`config.mk`:
```
export PLATFORM = sky130hd
export DESIGN_NAME = icmp_ping_controller
export DESIGN_NICKNAME = d
export VERILOG_FILES = /design/src/hw/rtl/icp_pkg.sv /design/src/hw/rtl/icp_cfg_regs.sv /design/src/hw/rtl/icp_engine.sv /design/src/hw/rtl/icmp_ping_controller.sv
export SDC_FILE = /design/constraint.sdc
export NUM_CORES = 1
export LEC_CHECK = 0
export ABC_CLOCK_PERIOD_IN_PS = 5700
export BUFFER_PORTS_ARGS = -buffer_cell sky130_fd_sc_hd__buf_2
export CAP_MARGIN = 10
export CORE_UTILIZATION = 58
export DETAILED_ROUTE_END_ITERATION = 12
export PLACE_DENSITY_LB_ADDON = 0.15
export SYNTH_ARGS = -nofsm -noshare
export SYNTH_HDL_FRONTEND = slang
export SYNTH_SLANG_ARGS = --single-unit
```
`constraint.sdc`:
```
create_clock -name clk_i -period 5.7 [get_ports clk_i]
set_clock_uncertainty 0.05 [all_clocks]
set_input_delay 0.57 -clock clk_i [delete_from_list [all_inputs] [get_ports clk_i]]
set_output_delay 0.57 -clock clk_i [all_outputs]
set_load 0.02 [all_outputs]
```
`src/hw/rtl/icp_pkg.sv`:
```
// Shared types and constants for the ICMP ping controller.
// Used by icp_cfg_regs, icp_engine and icmp_ping_controller; no dependencies.
package icp_pkg;

  typedef enum logic [1:0] {
    OP_START = 2'd0,
    OP_POLL  = 2'd1,
    OP_MSG   = 2'd2
  } opcode_e;

  typedef enum logic [1:0] {
    ACT_NONE       = 2'd0,
    ACT_ARP_REQ    = 2'd1,
    ACT_ECHO_REQ   = 2'd2,
    ACT_ECHO_REPLY = 2'd3
  } action_e;

  typedef enum logic [1:0] {
    ST_PENDING = 2'd0,
    ST_SUCCESS = 2'd1,
    ST_TIMEOUT = 2'd2
  } status_e;

  typedef enum logic [1:0] {
    PH_IDLE  = 2'd0,
    PH_ARP   = 2'd1,
    PH_REPLY = 2'd2
  } phase_e;

  localparam int unsigned CfgIdxW = 3;
  localparam logic [CfgIdxW-1:0] CFG_OWN_ADDR   = 3'd0;
  localparam logic [CfgIdxW-1:0] CFG_SUBNET     = 3'd1;
  localparam logic [CfgIdxW-1:0] CFG_GATEWAY    = 3'd2;
  localparam logic [CfgIdxW-1:0] CFG_TIMEOUT    = 3'd3;
  localparam logic [CfgIdxW-1:0] CFG_IDENTIFIER = 3'd4;

  localparam logic [15:0] TIMEOUT_RESET    = 16'd300;
  localparam logic [15:0] IDENTIFIER_RESET = 16'hA1B2;

  localparam logic [7:0]  ICMP_ECHO_REQUEST = 8'd8;
  localparam logic [7:0]  ICMP_ECHO_REPLY   = 8'd0;
  localparam logic [15:0] MIN_MSG_LEN       = 16'd8;

  typedef struct packed {
    logic [31:0] own_address;
    logic [31:0] subnet_mask;
    logic [31:0] gateway_address;
    logic [15:0] timeout_ticks;
    logic [15:0] echo_identifier;
  } cfg_t;

  typedef struct packed {
    logic [1:0]  opcode;
    logic [31:0] destination;
    logic [31:0] now_ticks;
    logic        hop_cached;
    logic [31:0] source;
    logic [7:0]  msg_type;
    logic [15:0] msg_identifier;
    logic [15:0] msg_sequence;
    logic [15:0] msg_length;
  } in_item_t;

  typedef struct packed {
    action_e     action;
    logic [31:0] target;
    logic [15:0] out_sequence;
    logic [7:0]  reply_length;
    status_e     status;
    logic [31:0] round_trip;
  } out_item_t;

endpackage

```
`src/hw/rtl/icp_cfg_regs.sv`:
```
// Configuration register file of the ICMP ping controller.
// Depends on icp_pkg for the register indexes and the cfg_t bundle.
module icp_cfg_regs (
  input  logic                           clk_i,
  input  logic                           rst_ni,
  input  logic                           cfg_valid_i,
  output logic                           cfg_ready_o,
  input  logic [icp_pkg::CfgIdxW-1:0]    cfg_index_i,
  input  logic [31:0]                    cfg_data_i,
  output icp_pkg::cfg_t                  cfg_o
);

  icp_pkg::cfg_t cfg_q, cfg_d;

  assign cfg_ready_o = 1'b1;

  always_comb begin
    cfg_d = cfg_q;
    if (cfg_valid_i) begin
      unique case (cfg_index_i)
        icp_pkg::CFG_OWN_ADDR:   cfg_d.own_address     = cfg_data_i;
        icp_pkg::CFG_SUBNET:     cfg_d.subnet_mask     = cfg_data_i;
        icp_pkg::CFG_GATEWAY:    cfg_d.gateway_address = cfg_data_i;
        icp_pkg::CFG_TIMEOUT:    cfg_d.timeout_ticks   = cfg_data_i[15:0];
        icp_pkg::CFG_IDENTIFIER: cfg_d.echo_identifier = cfg_data_i[15:0];
        default: ;
      endcase
    end
  end

  always_ff @(posedge clk_i or negedge rst_ni) begin
    if (!rst_ni) begin
      cfg_q.own_address     <= '0;
      cfg_q.subnet_mask     <= '0;
      cfg_q.gateway_address <= '0;
      cfg_q.timeout_ticks   <= icp_pkg::TIMEOUT_RESET;
      cfg_q.echo_identifier <= icp_pkg::IDENTIFIER_RESET;
    end else begin
      cfg_q <= cfg_d;
    end
  end

  assign cfg_o = cfg_q;

endmodule

```
`src/hw/rtl/icp_engine.sv`:
```
// Ping state (phase, sequence, pending ping, received reply) and the
// per-event decision logic. Depends on icp_pkg.
module icp_engine #(
  parameter int unsigned MaxReplyBytes = 128
) (
  input  logic                clk_i,
  input  logic                rst_ni,
  input  logic                step_i,
  input  icp_pkg::in_item_t   item_i,
  input  icp_pkg::cfg_t       cfg_i,
  output icp_pkg::out_item_t  res_o
);

  localparam int unsigned LenCap = (MaxReplyBytes > 255) ? 255 : MaxReplyBytes;
  localparam logic [15:0] LenCapW = 16'(LenCap);

  icp_pkg::phase_e phase_q, phase_d;
  logic [15:0] seq_cnt_q, seq_cnt_d;
  logic        reply_flag_q, reply_flag_d;
  logic [15:0] reply_seq_q, reply_seq_d;
  logic [31:0] pend_dest_q, pend_dest_d;
  logic [15:0] pend_seq_q, pend_seq_d;
  logic [31:0] start_time_q, start_time_d;
  logic [31:0] deadline_q, deadline_d;

  logic [15:0] seq_next;
  logic        on_subnet;
  logic [31:0] next_hop;
  logic        timed_out;
  logic        got_reply;
  logic        arp_wait;
  logic        msg_ok;
  logic [7:0]  echo_len;

  assign seq_next  = seq_cnt_q + 16'd1;
  assign on_subnet = (item_i.destination & cfg_i.subnet_mask) ==
                     (cfg_i.own_address & cfg_i.subnet_mask);
  assign next_hop  = on_subnet ? item_i.destination : cfg_i.gateway_address;
  assign timed_out = item_i.now_ticks >= deadline_q;
  assign got_reply = reply_flag_q && (reply_seq_q == pend_seq_q);
  // still waiting on ARP and the cache has not resolved the hop yet
  assign arp_wait  = (phase_q == icp_pkg::PH_ARP) && !item_i.hop_cached;
  assign msg_ok    = item_i.msg_length >= icp_pkg::MIN_MSG_LEN;
  assign echo_len  = (item_i.msg_length > LenCapW) ? LenCapW[7:0]
                                                   : item_i.msg_length[7:0];

  // Next phase
  always_comb begin
    phase_d = phase_q;
    unique case (icp_pkg::opcode_e'(item_i.opcode))
      icp_pkg::OP_START: begin
        phase_d = item_i.hop_cached ? icp_pkg::PH_REPLY : icp_pkg::PH_ARP;
      end
      icp_pkg::OP_POLL: begin
        if (arp_wait) begin
          if (timed_out) phase_d = icp_pkg::PH_IDLE;
        end else if (got_reply || timed_out) begin
          phase_d = icp_pkg::PH_IDLE;
        end else if (phase_q == icp_pkg::PH_ARP) begin
          phase_d = icp_pkg::PH_REPLY;
        end
      end
      default: ;
    endcase
  end

  // Result and data state
  always_comb begin
    res_o        = '0;
    seq_cnt_d    = seq_cnt_q;
    reply_flag_d = reply_flag_q;
    reply_seq_d  = reply_seq_q;
    pend_dest_d  = pend_dest_q;
    pend_seq_d   = pend_seq_q;
    start_time_d = start_time_q;
    deadline_d   = deadline_q;
    unique case (icp_pkg::opcode_e'(item_i.opcode))
      icp_pkg::OP_START: begin
        seq_cnt_d    = seq_next;
        reply_flag_d = 1'b0;
        reply_seq_d  = '0;
        pend_seq_d   = seq_next;
        pend_dest_d  = item_i.destination;
        start_time_d = item_i.now_ticks;
        deadline_d   = item_i.now_ticks + 32'(cfg_i.timeout_ticks);
        if (item_i.hop_cached) begin
          res_o.action       = icp_pkg::ACT_ECHO_REQ;
          res_o.target       = item_i.destination;
          res_o.out_sequence = seq_next;
        end else begin
          res_o.action = icp_pkg::ACT_ARP_REQ;
          res_o.target = next_hop;
        end
      end
      icp_pkg::OP_POLL: begin
        if (arp_wait) begin
          if (timed_out) res_o.status = icp_pkg::ST_TIMEOUT;
        end else begin
          if (phase_q == icp_pkg::PH_ARP) begin
            res_o.action       = icp_pkg::ACT_ECHO_REQ;
            res_o.target       = pend_dest_q;
            res_o.out_sequence = pend_seq_q;
          end
          if (got_reply) begin
            res_o.status     = icp_pkg::ST_SUCCESS;
            res_o.round_trip = item_i.now_ticks - start_time_q;
          end else if (timed_out) begin
            res_o.status = icp_pkg::ST_TIMEOUT;
          end
        end
      end
      icp_pkg::OP_MSG: begin
        if (msg_ok) begin
          if (item_i.msg_type == icp_pkg::ICMP_ECHO_REQUEST) begin
            res_o.action       = icp_pkg::ACT_ECHO_REPLY;
            res_o.target       = item_i.source;
            res_o.reply_length = echo_len;
          end else if (item_i.msg_type == icp_pkg::ICMP_ECHO_REPLY &&
                       item_i.msg_identifier == cfg_i.echo_identifier) begin
            reply_seq_d  = item_i.msg_sequence;
            reply_flag_d = 1'b1;
          end
        end
      end
      default: ;
    endcase
  end

  always_ff @(posedge clk_i or negedge rst_ni) begin
    if (!rst_ni) begin
      phase_q      <= icp_pkg::PH_IDLE;
      seq_cnt_q    <= '0;
      reply_flag_q <= 1'b0;
      reply_seq_q  <= '0;
      pend_dest_q  <= '0;
      pend_seq_q   <= '0;
      start_time_q <= '0;
      deadline_q   <= '0;
    end else if (step_i) begin
      phase_q      <= phase_d;
      seq_cnt_q    <= seq_cnt_d;
      reply_flag_q <= reply_flag_d;
      reply_seq_q  <= reply_seq_d;
      pend_dest_q  <= pend_dest_d;
      pend_seq_q   <= pend_seq_d;
      start_time_q <= start_time_d;
      deadline_q   <= deadline_d;
    end
  end

endmodule

```
`src/hw/rtl/icmp_ping_controller.sv`:
```
// Top level of the ICMP ping controller: input register, engine, result register.
// Depends on icp_pkg, icp_cfg_regs and icp_engine.

// Event-driven ping client with one ping outstanding. Each event (start,
// poll, received ICMP message) yields exactly one result. An accepted event
// is held in the input register, evaluated by the engine and registered into
// the result register once that register can take it; out_valid_o then rises
// and the result is taken on a clock edge where out_stall_i is low.
// One event per cycle is sustained while out_stall_i is low. The input
// register stalls only when the result register is full and held.
// Configuration writes are always ready and take effect on the next cycle;
// write them while no event is in flight.
module icmp_ping_controller #(
  parameter int unsigned MaxReplyBytes = 128
) (
  input  logic                         clk_i,
  input  logic                         rst_ni,
  // configuration
  input  logic                         cfg_valid_i,
  output logic                         cfg_ready_o,
  input  logic [icp_pkg::CfgIdxW-1:0]  cfg_index_i,
  input  logic [31:0]                  cfg_data_i,
  // events
  input  logic                         in_valid_i,
  output logic                         in_stall_o,
  input  logic [1:0]                   opcode_i,
  input  logic [31:0]                  destination_i,
  input  logic [31:0]                  now_ticks_i,
  input  logic                         hop_cached_i,
  input  logic [31:0]                  source_i,
  input  logic [7:0]                   msg_type_i,
  input  logic [15:0]                  msg_identifier_i,
  input  logic [15:0]                  msg_sequence_i,
  input  logic [15:0]                  msg_length_i,
  // results
  output logic                         out_valid_o,
  input  logic                         out_stall_i,
  output logic [1:0]                   action_o,
  output logic [31:0]                  target_o,
  output logic [15:0]                  out_sequence_o,
  output logic [7:0]                   reply_length_o,
  output logic [1:0]                   status_o,
  output logic [31:0]                  round_trip_o
);

  icp_pkg::cfg_t      cfg;
  icp_pkg::in_item_t  in_q;
  icp_pkg::out_item_t out_q, res;

  logic in_vld_q, in_vld_d;
  logic out_vld_q, out_vld_d;
  logic advance;
  logic in_fire;
  logic step;

  icp_cfg_regs u_cfg (
    .clk_i       (clk_i),
    .rst_ni      (rst_ni),
    .cfg_valid_i (cfg_valid_i),
    .cfg_ready_o (cfg_ready_o),
    .cfg_index_i (cfg_index_i),
    .cfg_data_i  (cfg_data_i),
    .cfg_o       (cfg)
  );

  // result register can take a new entry
  assign advance    = !out_vld_q || !out_stall_i;
  assign step       = in_vld_q && advance;
  assign in_stall_o = in_vld_q && !advance;
  assign in_fire    = in_valid_i && !in_stall_o;

  assign in_vld_d  = in_fire || (in_vld_q && !advance);
  assign out_vld_d = step || (out_vld_q && out_stall_i);

  always_ff @(posedge clk_i or negedge rst_ni) begin
    if (!rst_ni) begin
      in_vld_q  <= 1'b0;
      out_vld_q <= 1'b0;
    end else begin
      in_vld_q  <= in_vld_d;
      out_vld_q <= out_vld_d;
    end
  end

  always_ff @(posedge clk_i) begin
    if (in_fire) begin
      in_q.opcode         <= opcode_i;
      in_q.destination    <= destination_i;
      in_q.now_ticks      <= now_ticks_i;
      in_q.hop_cached     <= hop_cached_i;
      in_q.source         <= source_i;
      in_q.msg_type       <= msg_type_i;
      in_q.msg_identifier <= msg_identifier_i;
      in_q.msg_sequence   <= msg_sequence_i;
      in_q.msg_length     <= msg_length_i;
    end
    if (step) begin
      out_q <= res;
    end
  end

  icp_engine #(
    .MaxReplyBytes (MaxReplyBytes)
  ) u_engine (
    .clk_i  (clk_i),
    .rst_ni (rst_ni),
    .step_i (step),
    .item_i (in_q),
    .cfg_i  (cfg),
    .res_o  (res)
  );

  assign out_valid_o    = out_vld_q;
  assign action_o       = out_q.action;
  assign target_o       = out_q.target;
  assign out_sequence_o = out_q.out_sequence;
  assign reply_length_o = out_q.reply_length;
  assign status_o       = out_q.status;
  assign round_trip_o   = out_q.round_trip;

  // a stall on the input side only comes from a full, held result register
  assert property (@(posedge clk_i) disable iff (!rst_ni)
    in_stall_o |-> (out_vld_q && out_stall_i))
    else $error("input stalled while result register free");

  // every start transaction produces an ARP or an echo request
  assert property (@(posedge clk_i) disable iff (!rst_ni)
    (step && in_q.opcode == icp_pkg::OP_START) |=>
      (out_vld_q && (out_q.action == icp_pkg::ACT_ARP_REQ ||
                     out_q.action == icp_pkg::ACT_ECHO_REQ)))
    else $error("start transaction without a request");

  // a round-trip time is only reported with success
  assert property (@(posedge clk_i) disable iff (!rst_ni)
    (out_vld_q && out_q.round_trip != 32'd0) |-> (out_q.status == icp_pkg::ST_SUCCESS))
    else $error("round trip reported without success");

endmodule
```
* Word-level counts from Yosys, hierarchy flattened
Cells that the tools add are included. Widths: inputs -> output; s select.
Storage, ports and cells: logic and storage cells 118, output and inout port bits 95, register bits after elaboration 508
Cells by class: bitwise operators 7, mux-type cells 27, reduce and logical (&&, ||, !) cells 32, $lt $le $gt $ge 3, add/sub/neg operators 3, eq/ne operators 16
Operators with widths (count):
- $mux 34 | 3
- $pmux 34 s3 | 1
- $mux 50 | 2
- $and 32x32->32 | 2
- $mux 16 | 4
- $pmux 16 s2 | 2
- $add 32x16->32 | 1
- $eq 16x16->1 | 2
- $eq 32x32->1 | 1
- $ge 32x32->1 | 1
- $mux 32 | 1
- $sub 32x32->32 | 1
- $add 16x1->16 const B | 1
- $ge 16x4->1 const B | 1
- $gt 16x8->1 const B | 1
- $mux 2 | 8
- $reduce_and 2->1 | 6
- $eq 8x4->1 const B | 1
- $logic_not 8->1 | 1
- $mux 8 | 1
- $logic_and 1x1->1 | 7
- $eq 3x2->1 const B | 2
- $logic_not 1->1 | 5
- $not 1->1 | 5
- 20 further kinds | 28

* Depth between registers and ports, before layout
word-level depth 7, gate-level depth with buffers 13, depth with buffers taken out 12

* Cells and area by module
Synthesis repeated with hierarchy kept, for this count alone.
Second synthesis, totals: cell total of the unflattened synthesis 1832, area total of the unflattened synthesis 22974.5 sq um
By module, submodules not included:
- icp_engine | times used 1, sequential area each 3278.1 sq um, area an instance 10556.4 sq um, cells each 1300
- icmp_ping_controller | times used 1, sequential area each 7467.2 sq um, area an instance 7509.7 sq um, cells each 255
- icp_cfg_regs | times used 1, sequential area each 3216.8 sq um, area an instance 4908.5 sq um, cells each 277

* Least setup slack after synthesis
OpenSTA, ideal clock, no wires.
kind in2reg, from input port out_stall_i, to register in_q[0] (netlist bit) (enable), setup slack 0.887 ns, data arrival time 4.229 ns, data required time 5.116 ns, cell stages on the path 2, cells stage by stage nand3_1 -> and2_1
Between the ends: word-level cells in the longest chain between the ends 6
Ends and longest elaborated chain:
- from (decl) | RTL line icmp_ping_controller.sv:37 | input logic out_stall_i,
- $logic_not 1->1 | RTL line icmp_ping_controller.sv:67 | assign advance = !out_vld_q || !out_stall_i;
- $logic_or 1x1->1 | RTL line icmp_ping_controller.sv:67
- $logic_not 1->1 | RTL line icmp_ping_controller.sv:69 | assign in_stall_o = in_vld_q && !advance;
- $logic_and 1x1->1 | RTL line icmp_ping_controller.sv:69
- $logic_not 1->1 | RTL line icmp_ping_controller.sv:70 | assign in_fire = in_valid_i && !in_stall_o;
- $logic_and 1x1->1 | RTL line icmp_ping_controller.sv:70
- via in_fire | RTL line icmp_ping_controller.sv:53 | logic in_fire;
- to (decl) | RTL line icmp_ping_controller.sv:47 | icp_pkg::in_item_t in_q;
The timed path passes the listed nets, and every way through them passes these cells. A chain may end at the register's enable or synchronous reset.

* Final worst setup path
from register in_q[90] (netlist bit), to register u_engine.deadline_q[27]
Between the ends: word-level cells in the longest chain between the ends 1
Ends and longest elaborated chain:
- $add 32x16->32 | RTL line icp_engine.sv:85 | deadline_d = item_i.now_ticks + 32'(cfg_i.timeout_ticks);
- to (signal assigned) | RTL line icp_engine.sv:147 | deadline_q <= deadline_d;
- to (decl) | RTL line icp_engine.sv:24 | logic [31:0] deadline_q, deadline_d;
No other way between the ends.

==> flow_summary.yaml <==
worst_setup_path:
  r2r_slack_ps: 2320
  rr_worst_depth: 10
  crit_path_max_incr_delay_ps: 520
  slowest_stage: "nor4_1"
  endpoint_kind: "flip-flop"
  crit_end: "u_engine.deadline_q[27]"
  path_max_fanout: 7
  path_class: "reg -> reg"
  crit_required_ps: 6090
  rr_endpoint: "u_engine.deadline_q[27]"
  startpoint_type: "flip-flop"
  crit_path_start: "in_q[90]"
  regToRegStartpoint: "in_q[90]"
  cp.arrival_ps: 3770
  cp_cell_sequence: "ha_1 -> a211oi_1 -> o211ai_2 -> a41oi_2 -> o221ai_2 -> nor4_1 -> or4_1 -> nor2_1 -> xnor2_1 -> o21ai_1"
power_and_ir_drop:
  vdd_drop_max_mv: 0.280
  leakage_nw: 11.4
  p_per_area_mw_per_mm2: 384
routing:
  avgViaCountPerCell: 5.67
  drtPass1Iterations: 7
  drtAntennaViolNets: 0
  wl_per_cell_um: 19.7
  drt_iter0_drc: 904
  vias: 15200
  wirelength_um: 52600
  remaining_drc_errors: 0
clock_tree:
  clk_transition_reported_paths_ps: 70
  cts_made_buffers: 52
  worstSkewPairLatency_ps: 610
  cts.sinks: 508
  post-cts-setup-buffers: 0
  clockBufferDepth: 3
  tritoncts: "built"
  htreeDepth: 2
  cts_resized: 0
  cts_root_buffer: "clkbuf_16"
floorplan:
  core_mm2: 0.0386
  start_util_pct: 58.7
  dieHeight_um: 200
  num_io_pins: 290
  fp-row-count: 72
  die_w_um: 200
  dieArea_mm2: 0.0398
logic_synthesis:
  yosysUniqueCellTypes: 62
  seq_area_frac_synth_pct: 61.7
  syn_area_per_cell_um2: 12.5
  ys_seq_elements: 508
  synthFlopType: "dfrtp_1"
  ys_warn_count: 0
  synth_area_mm2: 0.0226
  mappedNetlistNets: 2094
  synth-async-reset-ratio_pct: 51.4
  syn_inst: 1817
  synth_edf_count: 247
timing:
  setup_tns_ps: 0
  final.period_utilization_pct: 59.3
  setup_viol: 0
  finalHoldViolCount: 0
  relSlewSlack_pct: 16.0
  timing.final.crit_period_ps: 3380
  fin_hold_ws_ps: 86.1
  fmax_mhz: 296
  worstMarginPinSlew_ps: 1260
  slew_viol_final: 0
  rsz0062_at_grt: "no"
layout:
  areaGrowthSynthToFinish_pct: 16.9
  drive_gt1_share_pct: 25.1
  final_common_cell: "buf_2"
  final_cell_mix: "288 x buf_2, 250 x dfrtp_1, 247 x edfxtp_1"
  postLayoutCellArea_mm2: 0.0265
  nets: 2385
  fillers: 2873
placed_design:
  port-buffer-count: 288
  place.gp.congestion: 0.894
  dpl-instance-area_mm2: 0.0247
  hpwlAfterDp_um: 35100
hold_path:
  min-delay-start: "destination_i[6]"
  hold_path.class: "in -> reg"
global_routing:
  antenna_found_initial: 5
  track_usage_pct: 26.8
  grt_max_degree: 156
  grt_first_pass_wirelength_um: 80500
  first_global_vias: 14900
  gr-total-overflow: 0
run_status:
  status: "complete, no violations"
job:
  cap_viol_max_count: 0
critical path: cells and delay by family (launching register included):
kind / cells / cell delay, ps
AND/OR/NAND/NOR: 3 / 1120
AO/OA/AOI/OAI: 5 / 1070
flip-flops: 1 / 480
XOR/XNOR: 1 / 160
adder cells (fa/ha/maj): 1 / 340
final cells by class:
| type | count | area, µm² | area share, % |
|---|---|---|---|
| antenna | 4 | 10.0 | 0.0378 |
| clock buffer | 75 | 1520 | 5.75 |
| clock inverter | 22 | 256 | 0.969 |
| inverter | 78 | 295 | 1.12 |
| multi-input combinational | 1166 | 8190 | 30.9 |
| sequential | 508 | 14000 | 52.8 |
| tap | 518 | 648 | 2.45 |
| timing repair buffer | 302 | 1580 | 5.98 |
power breakdown:
part | internal, W | switching (W) | total, W
clock network | 0.00209 | 0.00142 | 0.00350
logic | 0.000850 | 0.00109 | 0.00194
registers | 0.00442 | 0.000315 | 0.00474
total | 0.00736 | 0.00282 | 0.0102
routing by layer:
metal  up-vias  wire length (µm)  track usage [%]  part of all wire (%)
li1       7109                 -                -                     -
met1      7441             23200             37.3                    44
met2       510             24300             41.8                    46
met3       104              3350             4.91                   6.4
met4         2              1730             10.4                   3.3
met5         -                14                0                 0.027
synth_stat cells (4+ instances only):
cell type    n  area share [%]
buf_1        4           0.066
mux2i_1     32             1.4
xor2_1      64             2.5
a31oi_1     10            0.28
nand4_1     18            0.50
o31ai_1      6            0.20
or2_2        4            0.11
a21o_1      26            0.86
nor4_1      12            0.33
dfstp_2     11             1.3
a211oi_1    13            0.43
nand2_1    231             3.8
o21bai_1     4            0.13
o21ai_1     18            0.40
inv_1       78             1.3
nor2_1      80             1.3
and3_1      16            0.44
or4_1        4            0.13
o31a_1       4            0.15
a22o_1      17            0.66
and2_1      10            0.28
nor3_1      23            0.51
dfrtp_1    250              28
ha_1        80             4.4
buf_2        5            0.11
o21ai_0    128             2.8
nor2b_1      9            0.25
mux2_2     128             6.4
nand3_1     16            0.35
o211ai_1     4            0.13
a21boi_0     4            0.13
edfxtp_1   247              33
nand2b_1    17            0.47
clkbuf_1    55            0.91
xnor2_1     63             2.4
a21oi_1     36            0.80
o21a_1       9            0.30
a22oi_1     48             1.6
stage by stage:
step | setup WS, ps | cells | utilization (%) | total power [W]
final | 2320 | 2673 | 68.6 | 0.0102
after global routing | 2130 | 2673 | 68.6 | 0.0107
after CTS | 1920 | 2668 | 68.6 | 0.0102
after detailed placement | 1920 | 2570 | 64.0 | 0.00672
after global placement | 2050 | 2570 | 64.0 | 0.00662
after floorplan | 887 | 1817 | - | 0.00613
cell families (layout without fill, tap and decap cells):
group,count (synthesis),count (layout),share of synthesized area [%]
muxes,160,160,7.78
other,1,5,0.0166
buffers and inverters,143,477,2.41
AOI/OAI and AO/OA,341,341,9.51
adders and majority gates,82,82,4.60
and+or+nand+nor,455,455,9.11
DFF,508,508,61.7
xor gates and xnor gates,127,127,4.91
state kept, by name, indices dropped and copies added (netlist names):
| name | flops |
|---|---|
| target_o | 32 |
| in_q | 155 |
| u_engine.deadline_q | 32 |
| out_sequence_o | 16 |
| u_engine.start_time_q | 32 |
| u_engine.reply_seq_q | 16 |
| out_valid_o | 1 |
| u_cfg.cfg_o | 128 |
| u_engine.pend_dest_q | 32 |
| reply_length_o | 8 |
| u_engine.reply_flag_q | 1 |
| in_vld_q | 1 |
| u_engine.phase_q | 2 |
| status_o | 2 |
| action_o | 2 |
| u_engine.seq_cnt_q | 16 |
| round_trip_o | 32 |
repair_timing:
action / 4_1_cts / 5_1_grt
endpoints found under the setup margin: 0 / 0
hold buffers: 1 / 0
hold endpoints to repair: 47 / 0
how the worst min path moves through the flow:
stage                                     to  slack [ps]  cells after the start
floorplan                           in_vld_q         220                      0
global placement    u_engine.reply_seq_q[13]         400                      1
detailed placement  u_engine.reply_seq_q[14]         400                      1
CTS                                in_q[127]          60                      1
global route                        in_q[74]          70                      1
finish                             in_q[127]          90                      1
Power figures use the tool's default switching activity.
